--- src/rtl/bpa_pkg.sv ---
// ----------------------------------------------------------------------------
// bpa_pkg: shared types and constants of the buddy page allocator
// Page marks, status codes, and the command/status bundles between the
// controller and the datapath.
// ----------------------------------------------------------------------------
`default_nettype none
package bpa_pkg;
    localparam int NUM_PAGES_DEF  = 64;
    localparam int NUM_ORDERS_DEF = 7;
    localparam int PAGE_BYTES_DEF = 4096;

    localparam logic [1:0] MARK_INSIDE = 2'd0;
    localparam logic [1:0] MARK_FREE   = 2'd1;
    localparam logic [1:0] MARK_USED   = 2'd2;

    localparam logic [1:0] ST_OK      = 2'd0;
    localparam logic [1:0] ST_TOO_BIG = 2'd1;
    localparam logic [1:0] ST_NO_MEM  = 2'd2;
    localparam logic [1:0] ST_BAD     = 2'd3;

    localparam logic OP_ALLOC = 1'b0;
    localparam logic OP_FREE  = 1'b1;

    // datapath operation codes
    localparam logic [3:0] DP_NOP      = 4'd0;
    localparam logic [3:0] DP_INIT     = 4'd1;  // write initial decomposition entry
    localparam logic [3:0] DP_RD_SCAN  = 4'd2;  // read entry at scan pointer
    localparam logic [3:0] DP_SPLIT    = 4'd3;  // write split half
    localparam logic [3:0] DP_USE      = 4'd4;  // mark block allocated
    localparam logic [3:0] DP_RD_FREE  = 4'd5;  // read flag at free page
    localparam logic [3:0] DP_REL      = 4'd6;  // release block
    localparam logic [3:0] DP_RD_BUD   = 4'd7;  // read buddy
    localparam logic [3:0] DP_MERGE    = 4'd8;  // clear upper of the pair
    localparam logic [3:0] DP_MERGE2   = 4'd9;

    typedef struct packed {
        logic [3:0]  op;
        logic [11:0] addr;
        logic [3:0]  ord;
        logic [1:0]  mark;
    } t_dp_cmd;

    typedef struct packed {
        logic [1:0] mark;
        logic [3:0] ord;
        logic       aflag;
        logic [3:0] aord;
    } t_dp_sts;
endpackage
`default_nettype wire

--- src/rtl/bpa_datapath.sv ---
// ----------------------------------------------------------------------------
// bpa_datapath: page tables of the buddy allocator
// Holds page order, page mark, allocation order and allocated flag in memories
// with one write and one registered read per cycle.
// ----------------------------------------------------------------------------
`default_nettype none
module bpa_datapath #(
    parameter int NUM_PAGES  = bpa_pkg::NUM_PAGES_DEF,
    parameter int NUM_ORDERS = bpa_pkg::NUM_ORDERS_DEF
) (
    input  wire              i_clk,
    input  wire bpa_pkg::t_dp_cmd i_cmd,
    output bpa_pkg::t_dp_sts o_sts
);
    localparam int AW = (NUM_PAGES > 1) ? $clog2(NUM_PAGES) : 1;
    localparam int OW = $clog2(NUM_ORDERS);

    logic [1:0]    r_mark  [NUM_PAGES];
    logic [OW-1:0] r_ord   [NUM_PAGES];
    logic [OW-1:0] r_aord  [NUM_PAGES];
    logic          r_aflag [NUM_PAGES];
    bpa_pkg::t_dp_sts r_sts;

    logic [AW-1:0] w_a;
    logic [OW-1:0] w_o;
    assign w_a = i_cmd.addr[AW-1:0];
    assign w_o = i_cmd.ord[OW-1:0];

    always_ff @(posedge i_clk) begin
        case (i_cmd.op)
            bpa_pkg::DP_INIT, bpa_pkg::DP_SPLIT, bpa_pkg::DP_MERGE2: begin
                r_mark[w_a] <= i_cmd.mark;
                r_ord[w_a]  <= w_o;
                if (i_cmd.op == bpa_pkg::DP_INIT) begin
                    r_aflag[w_a] <= 1'b0;
                    r_aord[w_a]  <= '0;
                end
            end
            bpa_pkg::DP_USE: begin
                r_mark[w_a]  <= bpa_pkg::MARK_USED;
                r_ord[w_a]   <= w_o;
                r_aord[w_a]  <= w_o;
                r_aflag[w_a] <= 1'b1;
            end
            bpa_pkg::DP_REL: begin
                r_mark[w_a]  <= bpa_pkg::MARK_FREE;
                r_ord[w_a]   <= w_o;
                r_aord[w_a]  <= '0;
                r_aflag[w_a] <= 1'b0;
            end
            bpa_pkg::DP_MERGE: begin
                r_mark[w_a] <= bpa_pkg::MARK_INSIDE;
                r_ord[w_a]  <= '0;
            end
            default: begin
            end
        endcase
        r_sts.mark  <= r_mark[w_a];
        r_sts.ord   <= 4'(r_ord[w_a]);
        r_sts.aflag <= r_aflag[w_a];
        r_sts.aord  <= 4'(r_aord[w_a]);
    end

    assign o_sts = r_sts;
endmodule
`default_nettype wire

--- src/rtl/bpa_ctrl.sv ---
// ----------------------------------------------------------------------------
// bpa_ctrl: sequencer of the buddy page allocator
// Builds the initial decomposition, then scans, splits, frees and merges one
// table access per cycle, and holds the result in an output register.
// ----------------------------------------------------------------------------
`default_nettype none
module bpa_ctrl #(
    parameter int NUM_PAGES  = bpa_pkg::NUM_PAGES_DEF,
    parameter int NUM_ORDERS = bpa_pkg::NUM_ORDERS_DEF,
    parameter int PAGE_BYTES = bpa_pkg::PAGE_BYTES_DEF
) (
    input  wire         i_clk,
    input  wire         i_rst_n,
    input  wire         i_valid,
    output logic        o_ready,
    input  wire         i_op,
    input  wire  [31:0] i_size_bytes,
    input  wire  [5:0]  i_page_index,
    output logic        o_valid,
    input  wire         i_ready,
    output logic [5:0]  o_start_page,
    output logic [2:0]  o_block_order,
    output logic [1:0]  o_status,
    output bpa_pkg::t_dp_cmd o_cmd,
    input  wire bpa_pkg::t_dp_sts i_sts
);
    localparam int PW  = $clog2(NUM_PAGES + 1);
    localparam int PBS = $clog2(PAGE_BYTES);

    localparam logic [3:0] S_INIT  = 4'd0;
    localparam logic [3:0] S_IDLE  = 4'd1;
    localparam logic [3:0] S_SCAN  = 4'd2;
    localparam logic [3:0] S_SCHK  = 4'd3;
    localparam logic [3:0] S_SPLIT = 4'd4;
    localparam logic [3:0] S_USE   = 4'd5;
    localparam logic [3:0] S_FRD   = 4'd6;
    localparam logic [3:0] S_FCHK  = 4'd7;
    localparam logic [3:0] S_BRD   = 4'd8;
    localparam logic [3:0] S_BCHK  = 4'd9;
    localparam logic [3:0] S_MRG2  = 4'd10;
    localparam logic [3:0] S_OUT   = 4'd11;

    logic [3:0]    r_state, n_state;
    logic [PW-1:0] r_ptr, n_ptr;     // scan / init pointer
    logic [3:0]    r_want, n_want;   // wanted order
    logic [3:0]    r_j, n_j;         // order being searched / split
    logic [PW-1:0] r_cur, n_cur;     // current block base
    logic [3:0]    r_k, n_k;
    logic [5:0]    r_pg, n_pg;
    logic [2:0]    r_bo, n_bo;
    logic [1:0]    r_st, n_st;
    logic          r_ov, n_ov;
    logic [5:0]    r_fpage, n_fpage;

    // order of the incoming size: index of top set bit of size/PAGE_BYTES
    logic [31:0] w_q;
    logic [5:0]  w_ord;
    always_comb begin
        w_q   = i_size_bytes >> PBS;
        w_ord = '0;
        for (int b = 1; b < 32; b++) begin
            if (w_q[b]) w_ord = 6'(b);
        end
    end

    // greedy initial block order for remaining pages
    logic [PW-1:0] w_left;
    logic [3:0]    w_iord;
    always_comb begin
        w_left = PW'(NUM_PAGES) - r_ptr;
        w_iord = '0;
        for (int b = 1; b < NUM_ORDERS; b++) begin
            if ((PW+1)'(1) << b <= (PW+1)'(w_left)) w_iord = 4'(b);
        end
    end

    logic [PW:0] w_bud;
    assign w_bud = (PW+1)'(r_cur ^ (PW'(1) << r_k));

    always_comb begin
        n_state = r_state; n_ptr = r_ptr; n_want = r_want; n_j = r_j;
        n_cur = r_cur; n_k = r_k; n_pg = r_pg; n_bo = r_bo; n_st = r_st;
        n_ov = r_ov; n_fpage = r_fpage;
        o_cmd = '0;
        o_cmd.op = bpa_pkg::DP_NOP;
        if (r_ov && i_ready) n_ov = 1'b0;
        case (r_state)
            S_INIT: begin
                o_cmd.op   = bpa_pkg::DP_INIT;
                o_cmd.addr = 12'(r_ptr);
                // fill: heads get free mark, others inside; walk each page
                if (r_ptr == r_cur) begin
                    o_cmd.mark = bpa_pkg::MARK_FREE;
                    o_cmd.ord  = w_iord;
                    n_cur      = r_cur + (PW'(1) << w_iord);
                end else begin
                    o_cmd.mark = bpa_pkg::MARK_INSIDE;
                    o_cmd.ord  = '0;
                end
                n_ptr = r_ptr + 1'b1;
                if (r_ptr == PW'(NUM_PAGES - 1)) n_state = S_IDLE;
            end
            S_IDLE: begin
                if (i_valid && !r_ov) begin
                    if (i_op == bpa_pkg::OP_ALLOC) begin
                        if (w_ord >= 6'(NUM_ORDERS)) begin
                            n_pg = '0; n_bo = '0; n_st = bpa_pkg::ST_TOO_BIG;
                            n_state = S_OUT;
                        end else begin
                            n_want = 4'(w_ord); n_j = 4'(w_ord);
                            n_ptr = '0; n_state = S_SCAN;
                        end
                    end else begin
                        n_fpage = i_page_index;
                        if (7'(i_page_index) >= 7'(NUM_PAGES)) begin
                            n_pg = i_page_index; n_bo = '0; n_st = bpa_pkg::ST_BAD;
                            n_state = S_OUT;
                        end else begin
                            n_state = S_FRD;
                        end
                    end
                end
            end
            S_SCAN: begin
                o_cmd.op = bpa_pkg::DP_RD_SCAN; o_cmd.addr = 12'(r_ptr);
                n_state = S_SCHK;
            end
            S_SCHK: begin
                if (i_sts.mark == bpa_pkg::MARK_FREE && i_sts.ord == r_j) begin
                    n_cur = r_ptr; n_state = (r_j == r_want) ? S_USE : S_SPLIT;
                end else if (r_ptr == PW'(NUM_PAGES - 1)) begin
                    n_ptr = '0;
                    if (r_j == 4'(NUM_ORDERS - 1)) begin
                        n_pg = '0; n_bo = '0; n_st = bpa_pkg::ST_NO_MEM;
                        n_state = S_OUT;
                    end else begin
                        n_j = r_j + 1'b1; n_state = S_SCAN;
                    end
                end else begin
                    n_ptr = r_ptr + 1'b1; n_state = S_SCAN;
                end
            end
            S_SPLIT: begin
                // upper half of order j-1 becomes free
                o_cmd.op   = bpa_pkg::DP_SPLIT;
                o_cmd.addr = 12'(r_cur + (PW'(1) << (r_j - 1'b1)));
                o_cmd.mark = bpa_pkg::MARK_FREE;
                o_cmd.ord  = r_j - 1'b1;
                n_j = r_j - 1'b1;
                if (r_j - 1'b1 == r_want) n_state = S_USE;
            end
            S_USE: begin
                o_cmd.op = bpa_pkg::DP_USE; o_cmd.addr = 12'(r_cur);
                o_cmd.ord = r_want;
                n_pg = 6'(r_cur); n_bo = 3'(r_want); n_st = bpa_pkg::ST_OK;
                n_state = S_OUT;
            end
            S_FRD: begin
                o_cmd.op = bpa_pkg::DP_RD_FREE; o_cmd.addr = 12'(r_fpage);
                n_state = S_FCHK;
            end
            S_FCHK: begin
                if (!i_sts.aflag) begin
                    n_pg = r_fpage; n_bo = '0; n_st = bpa_pkg::ST_BAD;
                    n_state = S_OUT;
                end else begin
                    o_cmd.op = bpa_pkg::DP_REL; o_cmd.addr = 12'(r_fpage);
                    o_cmd.ord = i_sts.aord;
                    n_pg = r_fpage; n_bo = 3'(i_sts.aord); n_st = bpa_pkg::ST_OK;
                    n_cur = PW'(r_fpage); n_k = i_sts.aord;
                    n_state = S_BRD;
                end
            end
            S_BRD: begin
                if (r_k + 1'b1 >= 4'(NUM_ORDERS) ||
                    w_bud + ((PW+1)'(1) << r_k) > (PW+1)'(NUM_PAGES)) begin
                    n_state = S_OUT;
                end else begin
                    o_cmd.op = bpa_pkg::DP_RD_BUD; o_cmd.addr = 12'(w_bud);
                    n_state = S_BCHK;
                end
            end
            S_BCHK: begin
                if (i_sts.mark != bpa_pkg::MARK_FREE || i_sts.ord != r_k) begin
                    n_state = S_OUT;
                end else begin
                    // clear the upper of the pair
                    o_cmd.op   = bpa_pkg::DP_MERGE;
                    o_cmd.addr = 12'(r_cur | (PW'(1) << r_k));
                    n_cur = r_cur & ~(PW'(1) << r_k);
                    n_state = S_MRG2;
                end
            end
            S_MRG2: begin
                o_cmd.op = bpa_pkg::DP_MERGE2; o_cmd.addr = 12'(r_cur);
                o_cmd.mark = bpa_pkg::MARK_FREE; o_cmd.ord = r_k + 1'b1;
                n_k = r_k + 1'b1;
                n_state = S_BRD;
            end
            S_OUT: begin
                n_ov = 1'b1;
                n_state = S_IDLE;
            end
            default: n_state = S_IDLE;
        endcase
    end

    always_ff @(posedge i_clk) begin
        if (!i_rst_n) begin
            r_state <= S_INIT;
            r_ptr   <= '0;
            r_cur   <= '0;
            r_ov    <= 1'b0;
        end else begin
            r_state <= n_state;
            r_ptr   <= n_ptr;
            r_cur   <= n_cur;
            r_ov    <= n_ov;
        end
        r_want <= n_want; r_j <= n_j; r_k <= n_k; r_pg <= n_pg;
        r_bo <= n_bo; r_st <= n_st; r_fpage <= n_fpage;
    end

    assign o_ready       = (r_state == S_IDLE) && !r_ov;
    assign o_valid       = r_ov;
    assign o_start_page  = r_pg;
    assign o_block_order = r_bo;
    assign o_status      = r_st;
endmodule
`default_nettype wire

--- src/rtl/buddy_page_allocator.sv ---
// ----------------------------------------------------------------------------
// buddy_page_allocator: buddy allocator over a fixed page pool
// Top level joining the sequencer and the page tables.
// ----------------------------------------------------------------------------
// Input channel i_valid/o_ready carries an item: i_op (0 allocate, 1 free),
// i_size_bytes and i_page_index. Output channel o_valid/i_ready returns one
// item per input: o_start_page, o_block_order, o_status.
// After reset the block writes the initial free-block layout, one page a
// cycle, with o_ready low.
// An allocate walks the page table once per candidate order, one page read at
// a time, then splits the found block down one order per split; a free reads
// the flag of its page, releases the block, then reads the buddy and merges
// once per merge level. The single table read port serialises these steps.
// One item is in flight at a time.
// The result sits in an output register; while the receiver stalls it holds
// and no new item is accepted.
// ----------------------------------------------------------------------------
`default_nettype none
module buddy_page_allocator #(
    parameter int NUM_PAGES  = bpa_pkg::NUM_PAGES_DEF,
    parameter int NUM_ORDERS = bpa_pkg::NUM_ORDERS_DEF,
    parameter int PAGE_BYTES = bpa_pkg::PAGE_BYTES_DEF
) (
    input  wire         i_clk,
    input  wire         i_rst_n,
    input  wire         i_valid,
    output logic        o_ready,
    input  wire         i_op,
    input  wire  [31:0] i_size_bytes,
    input  wire  [5:0]  i_page_index,
    output logic        o_valid,
    input  wire         i_ready,
    output logic [5:0]  o_start_page,
    output logic [2:0]  o_block_order,
    output logic [1:0]  o_status
);
    bpa_pkg::t_dp_cmd w_cmd;
    bpa_pkg::t_dp_sts w_sts;

    bpa_ctrl #(.NUM_PAGES(NUM_PAGES), .NUM_ORDERS(NUM_ORDERS),
               .PAGE_BYTES(PAGE_BYTES)) u_ctrl (
        .i_clk, .i_rst_n, .i_valid, .o_ready, .i_op, .i_size_bytes,
        .i_page_index, .o_valid, .i_ready, .o_start_page, .o_block_order,
        .o_status, .o_cmd(w_cmd), .i_sts(w_sts)
    );

    bpa_datapath #(.NUM_PAGES(NUM_PAGES), .NUM_ORDERS(NUM_ORDERS)) u_dp (
        .i_clk, .i_cmd(w_cmd), .o_sts(w_sts)
    );

    a_no_accept_while_full: assert property (@(posedge i_clk) disable iff (!i_rst_n)
        o_valid |-> !o_ready) else $error("accept while result pending");
    a_hold_result: assert property (@(posedge i_clk) disable iff (!i_rst_n)
        o_valid && !i_ready |=> o_valid && $stable(o_status))
        else $error("result dropped");
    a_ok_order: assert property (@(posedge i_clk) disable iff (!i_rst_n)
        o_valid && o_status != bpa_pkg::ST_OK |-> o_block_order == 3'd0)
        else $error("order on failure");
endmodule
`default_nettype wire
--- config.mk ---
export PLATFORM = sky130hd
export DESIGN_NAME = buddy_page_allocator
export DESIGN_NICKNAME = d
export VERILOG_FILES = /design/src/rtl/bpa_pkg.sv /design/src/rtl/bpa_datapath.sv /design/src/rtl/bpa_ctrl.sv /design/src/rtl/buddy_page_allocator.sv
export SDC_FILE = /design/constraint.sdc
export NUM_CORES = 1
export LEC_CHECK = 0
export ABC_AREA = 1
export BUFFER_PORTS_ARGS = -buffer_cell sky130_fd_sc_hd__buf_2
export CAP_MARGIN = 20
export CORE_MARGIN = 2
export CORE_UTILIZATION = 56
export DETAILED_ROUTE_END_ITERATION = 6
export PLACE_DENSITY = 0.72
export SYNTH_ARGS = -nofsm -noshare
export SYNTH_HDL_FRONTEND = slang
export SYNTH_SLANG_ARGS = --single-unit
--- constraint.sdc ---
create_clock -name i_clk -period 15.7 [get_ports i_clk]
set_clock_uncertainty 0.2 [all_clocks]
set_input_delay 2.355 -clock i_clk [delete_from_list [all_inputs] [get_ports i_clk]]
set_output_delay 2.355 -clock i_clk [all_outputs]
set_load 0.03 [all_outputs]
After elaboration in Yosys (flattened, before gate mapping). Memory sizes are Yosys's and may differ from the RTL's. A register that Yosys moved wholly into a read port is not among the register bits. Cells that the tools add are included.

Latch bits: 0. Output and inout bits: 13. Input port bits: 43. Bits in read-only memories: 0. Word-level logic and storage cells: 228. Memories: 4. Register bits after elaboration: 48. Memory bits (writable): 576.

Multiplexer cells: 111. $mul: 0. Reductions and logical operators: 24. Div/mod/pow operators: 0. Add/subtract/negate cells: 8. Shift-type cells: 5. Bitwise logic cells: 16. Magnitude comparators: 9. Equal/unequal tests: 40.

Memories: u_dp.r_aord (words 64, bits a word 3, read ports 1, clocked after memory_dff 1, write ports 1, RTL line bpa_datapath.sv:20) `logic [OW-1:0] r_aord [NUM_PAGES];`; u_dp.r_ord (words 64, bits a word 3, read ports 1, clocked after memory_dff 1, write ports 1, RTL line bpa_datapath.sv:19) `logic [OW-1:0] r_ord [NUM_PAGES];`; u_dp.r_mark (words 64, bits a word 2, read ports 1, clocked after memory_dff 1, write ports 1, RTL line bpa_datapath.sv:18) `logic [1:0] r_mark [NUM_PAGES];`; u_dp.r_aflag (words 64, bits a word 1, read ports 1, clocked after memory_dff 1, write ports 1, RTL line bpa_datapath.sv:21) `logic r_aflag [NUM_PAGES];`.

Operator list (count): $mux W6 (24); $pmux W16 S9 (1); $mux W7 (9); $mux W4 (15); $mux W3 (15); $pmux W4 S11 (1); $eq A4 B3 Y1 const B (7); $mux W2 (14); $pmux W7 S4 (1); $eq A4 B4 Y1 const B (6); $pmux W6 S4 (1); $shl A1 B4 Y12 const A (2); $pmux W7 S3 (1); $ne A2 B1 Y1 const B (10); $mux W1 (19); $mux W19 (1); $mux W16 (1); $mux W15 (1); $pmux W3 S5 (1); $reduce_and A7 Y1 (2); $add A7 B12 Y12 (1); $eq A4 B2 Y1 const B (3); $or A7 B12 Y12 (1); $pmux W3 S4 (1); 49 further kinds (75).

Depth between registers and ports, before layout. Gate-level depths: netlist (run 1).

Word-level depth: 24. Depth in mapped cells: 28. Depth with buffers taken out: 27.

Modules after synthesis. A second synthesis (run 1) with hierarchy kept.

Cell total of the unflattened synthesis: 3403. Area total of the unflattened synthesis: 30953.4 um^2.

Modules (own cells, without submodules): bpa_datapath (cells an instance 2675, area each 25828.5 um^2, seq. area each 17476.8 um^2, instances 1); bpa_ctrl (cells an instance 728, area each 5124.9 um^2, seq. area each 1251.2 um^2, instances 1).

Least setup slack after synthesis (run 1). OpenSTA, ideal clock, no wires.

Path type: register -> register. From: register u_ctrl.r_ptr[0]. To: memory u_dp.r_ord[0][1] (netlist name), data pin. Period minus slack after synthesis: 5.324 ns. Cell stages (with the launch flop): 14. Slack: 10.376 ns. Data arrival time: 4.422 ns. Setup time: 0.702 ns. Path through: dfxtp_1 > clkinv_1 > ha_1 > nor3_1 > nand2_1 > inv_1 > nand2_1 > inv_1 > o21ai_0 > inv_1 > o21ai_0 > nand2_1 > inv_1 > o21ai_0.

Longest elaborated chain between the ends: 12. Elaborated cells on any way between the ends: 17.

Ends and longest elaborated chain: start, declared (RTL line bpa_ctrl.sv:44) `logic [PW-1:0] r_ptr, n_ptr;`; start signal, assigned (RTL line bpa_ctrl.sv:216) `r_ptr <= n_ptr;`; $sub A7 B7 Y7 (RTL line bpa_ctrl.sv:70) `w_left = PW'(NUM_PAGES) - r_ptr;`; $le A3 B7 Y1 (RTL line bpa_ctrl.sv:73) `if ((PW+1)'(1) << b <= (PW+1)'(w_left)) w_iord = 4'(b);`; $mux W2 (2 in a row) (RTL line bpa_ctrl.sv:73); $mux W3 (3 in a row) (RTL line bpa_ctrl.sv:73); $mux W5 (*) (RTL line bpa_ctrl.sv:92) `if (r_ptr == r_cur) begin`; $pmux W3 S5 (*) (RTL line bpa_ctrl.sv:87) `case (r_state)`; $mux W3 (no source line); $mux W3 (no source line) (*) (2 in a row); end, declared (RTL line bpa_datapath.sv:19).

Every way passes the cells marked *; elsewhere a longest branch is shown, timed or not.

Final worst setup path (run 1).
From: register u_ctrl.r_j[0]. To: memory u_dp.r_ord[0][1] (netlist name), enable pin.

Longest elaborated chain between the ends: 4.

Ends and longest elaborated chain: start, declared (RTL line bpa_ctrl.sv:46) `logic [3:0] r_j, n_j;`; start signal, assigned (RTL line bpa_ctrl.sv:220) `r_want <= n_want; r_j <= n_j; r_k <= n_k; r_pg <= n_pg;`; $sub A4 B1 Y4 (RTL line bpa_ctrl.sv:146) `o_cmd.addr = 12'(r_cur + (PW'(1) << (r_j - 1'b1)));`; $shl A1 B4 Y12 (RTL line bpa_ctrl.sv:146); $add A7 B12 Y12 (RTL line bpa_ctrl.sv:146); $pmux W16 S9 (RTL line bpa_ctrl.sv:87).

No other way between the ends.

==> results of run 1 <==
cell type report:
class	instances	area, µm²	share of cell area
Clock inverter	40	571	0.0175
Clock buffer	82	1760	0.0543
Antenna cell	1	2.50	0.0000770
Timing Repair Buffer	65	408	0.0125
Multi-Input combinational cell	2037	9610	0.296
Tap cell	688	861	0.0265
Sequential cell	633	18700	0.576
Inverter	149	567	0.0174
state kept, by name, summed over array words and instances (netlist names):
| signal | cells |
|---|---|
| u_ctrl.o_block_order | 3 |
| u_ctrl.o_start_page | 6 |
| u_ctrl.o_status | 2 |
| u_ctrl.o_valid | 1 |
| u_ctrl.r_cur | 7 |
| u_ctrl.r_fpage | 6 |
| u_ctrl.r_j | 4 |
| u_ctrl.r_k | 4 |
| u_ctrl.r_ptr | 7 |
| u_ctrl.r_state | 4 |
| u_ctrl.r_want | 4 |
| u_dp.o_sts | 9 |
| u_dp.r_aflag | 64 |
| u_dp.r_aord | 192 |
| u_dp.r_mark | 128 |
| u_dp.r_ord | 192 |
how the worst max path moves through the flow:
stage | from | end | cells after the start
after floorplan | u_ctrl.r_ptr[0]$_SDFFE_PN0P_ | u_dp.r_ord[0][1]$_DFFE_PP_ | 13
after global placement | u_ctrl.r_j[0]$_DFFE_PP_ | u_dp.r_mark[0][1]$_DFFE_PP_ | 15
after detailed placement | u_ctrl.r_j[0]$_DFFE_PP_ | u_dp.r_mark[0][1]$_DFFE_PP_ | 15
after CTS | u_ctrl.r_j[0]$_DFFE_PP_ | u_dp.r_mark[32][0]$_DFFE_PP_ | 15
after global routing | u_ctrl.r_k[1]$_DFFE_PP_ | u_dp.r_ord[0][1]$_DFFE_PP_ | 21
final | u_ctrl.r_j[0]$_DFFE_PP_ | u_dp.r_ord[0][1]$_DFFE_PP_ | 15
cell families after synthesis:
kind of cell	after synthesis	share of synthesized area
AOI/OAI and AO/OA	166	0.0344
adders and majority gates	48	0.0209
buffers and inverters	291	0.0425
and+or+nand+nor	1791	0.257
xor gates and xnor gates	32	0.00951
DFF	633	0.635
synthesized netlist by cell type (10+ instances only):
cell type                     n  share of area
sky130_fd_sc_hd__nor2_1     119          0.015
sky130_fd_sc_hd__o21ai_1     26         0.0044
sky130_fd_sc_hd__nand2_2     17         0.0036
sky130_fd_sc_hd__buf_4       10         0.0025
sky130_fd_sc_hd__or2_2       18         0.0038
sky130_fd_sc_hd__nand4_1     42         0.0089
sky130_fd_sc_hd__edfxtp_1   605           0.62
sky130_fd_sc_hd__o22ai_1     10         0.0021
sky130_fd_sc_hd__xor2_1      23         0.0068
sky130_fd_sc_hd__o21ai_0     34         0.0058
sky130_fd_sc_hd__ha_1        46          0.020
sky130_fd_sc_hd__dfxtp_1     28          0.019
sky130_fd_sc_hd__a21oi_1     36         0.0061
sky130_fd_sc_hd__buf_2       77          0.013
sky130_fd_sc_hd__inv_2       20         0.0025
sky130_fd_sc_hd__nand2_1   1238           0.16
sky130_fd_sc_hd__o211ai_1    30         0.0076
sky130_fd_sc_hd__clkbuf_1    45         0.0057
sky130_fd_sc_hd__inv_1      125          0.016
sky130_fd_sc_hd__nor3_1     118          0.020
sky130_fd_sc_hd__nand3_1    178          0.030
sky130_fd_sc_hd__nor3_2      23         0.0078
critical path: stages (launching register included):
cell	delay (ns)
sky130_fd_sc_hd__edfxtp_1	0.53
sky130_fd_sc_hd__inv_1	0.27
sky130_fd_sc_hd__nand3_1	0.17
sky130_fd_sc_hd__xor2_1	0.35
sky130_fd_sc_hd__inv_1	0.17
sky130_fd_sc_hd__nor3_1	0.19
sky130_fd_sc_hd__ha_1	0.27
sky130_fd_sc_hd__a21oi_1	0.13
sky130_fd_sc_hd__nand3_1	0.13
sky130_fd_sc_hd__nor2_4	0.12
sky130_fd_sc_hd__buf_4	0.56
sky130_fd_sc_hd__nand2_8	0.66
sky130_fd_sc_hd__inv_6	0.76
sky130_fd_sc_hd__buf_12	0.53
sky130_fd_sc_hd__nand2_2	0.77
sky130_fd_sc_hd__nor3_1	0.81
where the power goes:
part | total [W] | switching, W | internal (W)
registers | 0.00201 | 0.0000276 | 0.00198
clock network | 0.00167 | 0.000665 | 0.00101
logic | 0.000530 | 0.000403 | 0.000127
placed cells by master, fill, tap and decap left out, drive strengths merged, types with 2 or more instances in the layout:
cell	Yosys	layout
nand3b	2	2
o21bai	2	2
inv	146	150
ha	46	46
xor2	23	23
a2111oi	2	2
clkbuf	45	82
o22ai	10	10
nor4	7	7
nor3b	2	2
or2	30	30
a211oi	4	4
dfxtp	28	28
a21oi	37	37
nand2	1256	1256
buf	97	65
nand4	43	43
o211ai	30	30
o21ai	60	60
bufinv	0	12
nor2	129	129
o221ai	4	4
xnor2	9	9
a41oi	2	2
a221oi	3	3
o211a	2	2
fa	2	2
a31oi	5	5
edfxtp	605	605
nand3	179	179
nor3	141	141
clkinv	3	27
through the flow:
step	power, W	std cells
after global placement	0.00255	3572
after global routing	0.00434	3694
after detailed placement	0.00256	3572
after floorplan	0.00237	2961
final	0.00421	3695
after CTS	0.00422	3694
metal layers:
metal	share of wire	up-vias	wire length [µm]	global-route usage
met4	0.043	0	3250	0.133
li1	-	10018	-	-
met5	0	-	0	0
met2	0.48	1020	36400	0.468
met1	0.40	10051	29800	0.355
met3	0.076	203	5690	0.0459
==> results.cfg, run 1 <==
[timing]
final.setup.tns_ns = 0
final-hold-violation-count = 0
rsz0062_at_grt = no
max_slew.worst_pin.slew_ns = 1.05
drv_slew = 0
max_slew_margin = 0.297
achievable-frequency_mhz = 134
fin_crit_ns = 7.47
hold_slack_ns = 0.312
min_period_over_period = 0.476
postLayoutSetupSlackWorst_ns = 8.23
setup-violations-final = 0

[floorplan]
design.core.area_um2 = 52300
initial_core_util = 0.563
die_y_um = 233
core.rowCount = 84
num_io_pins = 56
die-width_um = 233
fp.dieArea_um2 = 54500

[grt]
grt.total_usage = 0.279
first_global_vias = 20711
number_of_antenna_violations_at_the_first_check_in_global_routing = 0
grt_pass1_wl_um = 115000
pin_count_of_the_biggest_net_entering_global_routing = 177
grt_remaining_overflow = 0

[outcome]
failed_checks = DRC
outcome = finished with violations

[yosys]
synth_sequential_area_ratio = 0.635
synth.lib_cells_used.distinct = 55
yosys_warnings = 0
asyncSetResetFlopFracSynth = 0
synth.net_count = 3052
number_of_synthesized_flops_with_an_enable_pin = 605
synthCells = 2961
synth.ff_latch_count = 633
post_synth_instance_area_um2 = 29500
ys_dominant_reg_cell = sky130_fd_sc_hd__edfxtp_1
syn-mean-instance-area_um2 = 9.95

[placed_design]
place.port_buffers = 42
place_congestion = 0.921
detailed_place.area_um2 = 30200
detailed_place_hpwl_um = 44300
pre_cts_slack_ns = 8.59

[setup_path]
critPathLaunchType = flop
critPathKind = flop to flop
timing.critical_path.arrival_ns = 7.51
rr_startpoint = u_ctrl.r_j[0]$_DFFE_PP_
regToRegSetupSlack_ns = 8.23
ff2ff_path_depth = 15
r2r-end = u_dp.r_ord[0][1]$_DFFE_PP_
worst-path-max-fanout = 176
crit_path_end_kind = flop
crit_required_ns = 15.74

[clock_network]
post_cts_setup_repair_bufs = 0
tritoncts = built
clock_sink_count = 633
clkTransAtPathRegs_ns = 0.07
cts_max_level = 3
total_clock_buffers_created_by_cts = 67
post_cts_resize_count = 0
clock_insertion_delay_worst_skew_ns = 0.63
cts.hold.buffers_added = 0
clock-root-buffer = sky130_fd_sc_hd__clkbuf_16
cts_buffer_depth = 3

[min_path]
hp-class = flop to flop
hold_end = u_ctrl.o_valid$_SDFFE_PN0P_
hp_start = u_ctrl.o_valid$_SDFFE_PN0P_
min_delay_path_depth = 2

[route]
post-route-drc-count = 12
vias = 21292
routed_wire_length_per_instance_um = 20.3
routed_antenna_nets = 0
avgViaCountPerCell = 5.76
drt_wl_total_um = 75200
drt-pass1-iter-count = 7
drt_iter0_drc = 2455

[job]
cap_viol_max_count = 0

[final_layout]
fillers = 4176
p_r_area_growth_vs_syn_pct = 10.3
finalCoreUtilization = 0.621
final_net_count = 3044
stdcell_area_um2 = 32500
layout-drive-gt1-share = 0.0875

[pwr]
power.density_nw_per_um2 = 129
irDropWorstVdd_uv = 108
leak_pwr_nw = 12.6
No activity file was read; power rests on OpenSTA's default activity.
==> run 2: changes to the inputs <==
==> constraint.sdc (replaced) <==
create_clock -name i_clk -period 7.7 [get_ports i_clk]
set_clock_uncertainty 0.2 [all_clocks]
set_input_delay 1.155 -clock i_clk [delete_from_list [all_inputs] [get_ports i_clk]]
set_output_delay 1.155 -clock i_clk [all_outputs]
set_load 0.03 [all_outputs]
==> run 2 against run 1 <==
- the flow now finishes without violations
- register-to-register slack lost 6.7 ns
- critical path type unchanged
- design area is 0.59% lower
- highest routed layer is now met5
- critical path depth decreased by 1
- critical endpoint is now u_dp.r_ord[26][1]$_DFFE_PP_
- sequential share of layout area rose by 0.34 points
==> results.cfg, run 2 (synthesis results as in run 1) <==
[floorplan]
die_y_um = 233
fp.dieArea_um2 = 54500
num_io_pins = 56
die-width_um = 233
core.rowCount = 84
initial_core_util = 0.563
design.core.area_um2 = 52300

[setup_path]
crit_required_ns = 7.74
critical_path_depth_in_cells = 14
path_delay_family = simple AND/OR/NAND/NOR gates
critPathMostFrequentCell = sky130_fd_sc_hd__ha_1
setup.worst_path.end = u_dp.r_ord[26][1]$_DFFE_PP_
critPathBufInv = 1
critPathKind = flop to flop
regToRegSetupSlack_ns = 1.56
rr_startpoint = u_ctrl.r_j[0]$_DFFE_PP_
r2r-end = u_dp.r_ord[26][1]$_DFFE_PP_
ff2ff_path_depth = 14
worst-path-max-fanout = 31
critPathLaunchType = flop
cpMaxStageDelayCell = sky130_fd_sc_hd__nor3_1
timing.critical_path.arrival_ns = 6.18
cp_cell_sequence = inv_1 > ha_1 > ha_1 > nor3_1 > ha_1 > fa_1 > or2_2 > a31oi_1 > o211ai_1 > nor2_1 > nand2_2 > a21oi_4 > nand2_2 > nor3_1
crit_start = u_ctrl.r_j[0]$_DFFE_PP_
critical_path.max_stage_delay_ns = 0.83
crit_path_end_kind = flop

[clock_network]
cts_buffer_depth = 3
total_clock_buffers_created_by_cts = 67
cts_max_level = 3
post_cts_setup_repair_bufs = 0
cts.hold.buffers_added = 0
clock_sink_count = 633
post_cts_resize_count = 0
clock-root-buffer = sky130_fd_sc_hd__clkbuf_16
clock_insertion_delay_worst_skew_ns = 0.61
tritoncts = built
clkTransAtPathRegs_ns = 0.06

[route]
routed_antenna_nets = 0
drt_wl_total_um = 75500
drt-pass1-iter-count = 6
avgViaCountPerCell = 5.82
routed_wire_length_per_instance_um = 20.4
drt_iter0_drc = 2505
post-route-drc-count = 0
vias = 21499

[grt]
number_of_antenna_violations_at_the_first_check_in_global_routing = 1
grt_pass1_wl_um = 116000
grt.total_usage = 0.279
pin_count_of_the_biggest_net_entering_global_routing = 105
grt_remaining_overflow = 0
first_global_vias = 20563

[final_layout]
num_antenna_cells = 0
largest_registers = u_dp.r_aord x192, u_dp.r_ord x192, u_dp.r_mark x128
final_net_count = 3049
p_r_area_growth_vs_syn_pct = 9.66
fillers = 4201
multiInputGateArea_um2 = 9610
ff_latch_area_um2 = 18700
most_frequent_cells_in_the_layout = 1238 x sky130_fd_sc_hd__nand2_1, 605 x sky130_fd_sc_hd__edfxtp_1, 178 x sky130_fd_sc_hd__nand3_1
layout.cells.most_common = sky130_fd_sc_hd__nand2_1
layout-drive-gt1-share = 0.0881
finalCoreUtilization = 0.618

[placed_design]
place.port_buffers = 42
detailed_place_hpwl_um = 45500
place_congestion = 0.933

[timing]
max_slew_margin = 0.314
rsz0062_at_grt = no
achievable-frequency_mhz = 163
setup-violations-final = 0
max_slew.worst_pin.slew_ns = 1.03
fin_crit_ns = 6.14
min_period_over_period = 0.797
drv_slew = 0
final-hold-violation-count = 0
final.setup.tns_ns = 0

[min_path]
hp-class = flop to flop

[outcome]
outcome = complete, no violations

[pwr]
power.density_nw_per_um2 = 258
irDropWorstVdd_uv = 233
leak_pwr_nw = 12.5

[job]
cap_viol_max_count = 0
==> run 2: where the power goes <==
| part | leakage (nW) | switching (W) | total, W | internal (W) |
|---|---|---|---|---|
| clock network | 1.05 | 0.00133 | 0.00317 | 0.00183 |
| registers | 5.16 | 0.0000595 | 0.00409 | 0.00403 |
| logic | 6.27 | 0.000825 | 0.00108 | 0.000258 |
==> run 2: how the worst min path moves through the flow <==
| stage | startpoint | to | slack [ns] | depth (start not counted) |
|---|---|---|---|---|
| final | u_ctrl.o_valid$_SDFFE_PN0P_ | u_ctrl.o_valid$_SDFFE_PN0P_ | 0.30 | 2 |
| after global routing | u_ctrl.o_valid$_SDFFE_PN0P_ | u_ctrl.o_valid$_SDFFE_PN0P_ | 0.32 | 2 |
| after global placement | u_ctrl.o_valid$_SDFFE_PN0P_ | u_ctrl.o_valid$_SDFFE_PN0P_ | 0.28 | 2 |
| after CTS | u_ctrl.o_valid$_SDFFE_PN0P_ | u_ctrl.o_valid$_SDFFE_PN0P_ | 0.30 | 2 |
| after detailed placement | u_ctrl.o_valid$_SDFFE_PN0P_ | u_ctrl.o_valid$_SDFFE_PN0P_ | 0.29 | 2 |
| after floorplan | u_ctrl.r_ptr[5]$_SDFFE_PN0P_ | u_ctrl.r_ptr[5]$_SDFFE_PN0P_ | 0.29 | 2 |
==> run 2: area by class of cell <==
type,instances,share of cell area
repair buffers,70,0.0130
clock buffers,81,0.0555
clock inverters,38,0.0106
inverters,149,0.0175
multi-input cells,2037,0.297
well taps,688,0.0266
flip-flops and latches,633,0.579
==> run 2: tightest hold or removal path, cell delays in order, from the launching register on <==
cell	delay (ns)
sky130_fd_sc_hd__dfxtp_1	0.33
sky130_fd_sc_hd__nand2_1	0.07
sky130_fd_sc_hd__a21oi_1	0.06
==> run 2: metal layers <==
metal / share of wire / GRT usage
met5: 0.00015 / 0
met2: 0.47 / 0.456
met1: 0.39 / 0.362
met4: 0.049 / 0.136
met3: 0.083 / 0.0487
==> run 2: through the flow <==
step	instances	total power, W	instance area (µm²)	hold slack [ns]	setup WS (ns)
finish	3696	0.00834	32300	0.304	1.56
global route	3696	0.00860	32300	0.317	1.30
CTS	3696	0.00836	32300	0.302	1.64
detailed placement	3577	0.00523	30200	0.293	1.70
global placement	3577	0.00521	30200	0.285	1.78
floorplan	2961	0.00484	29500	0.290	2.38
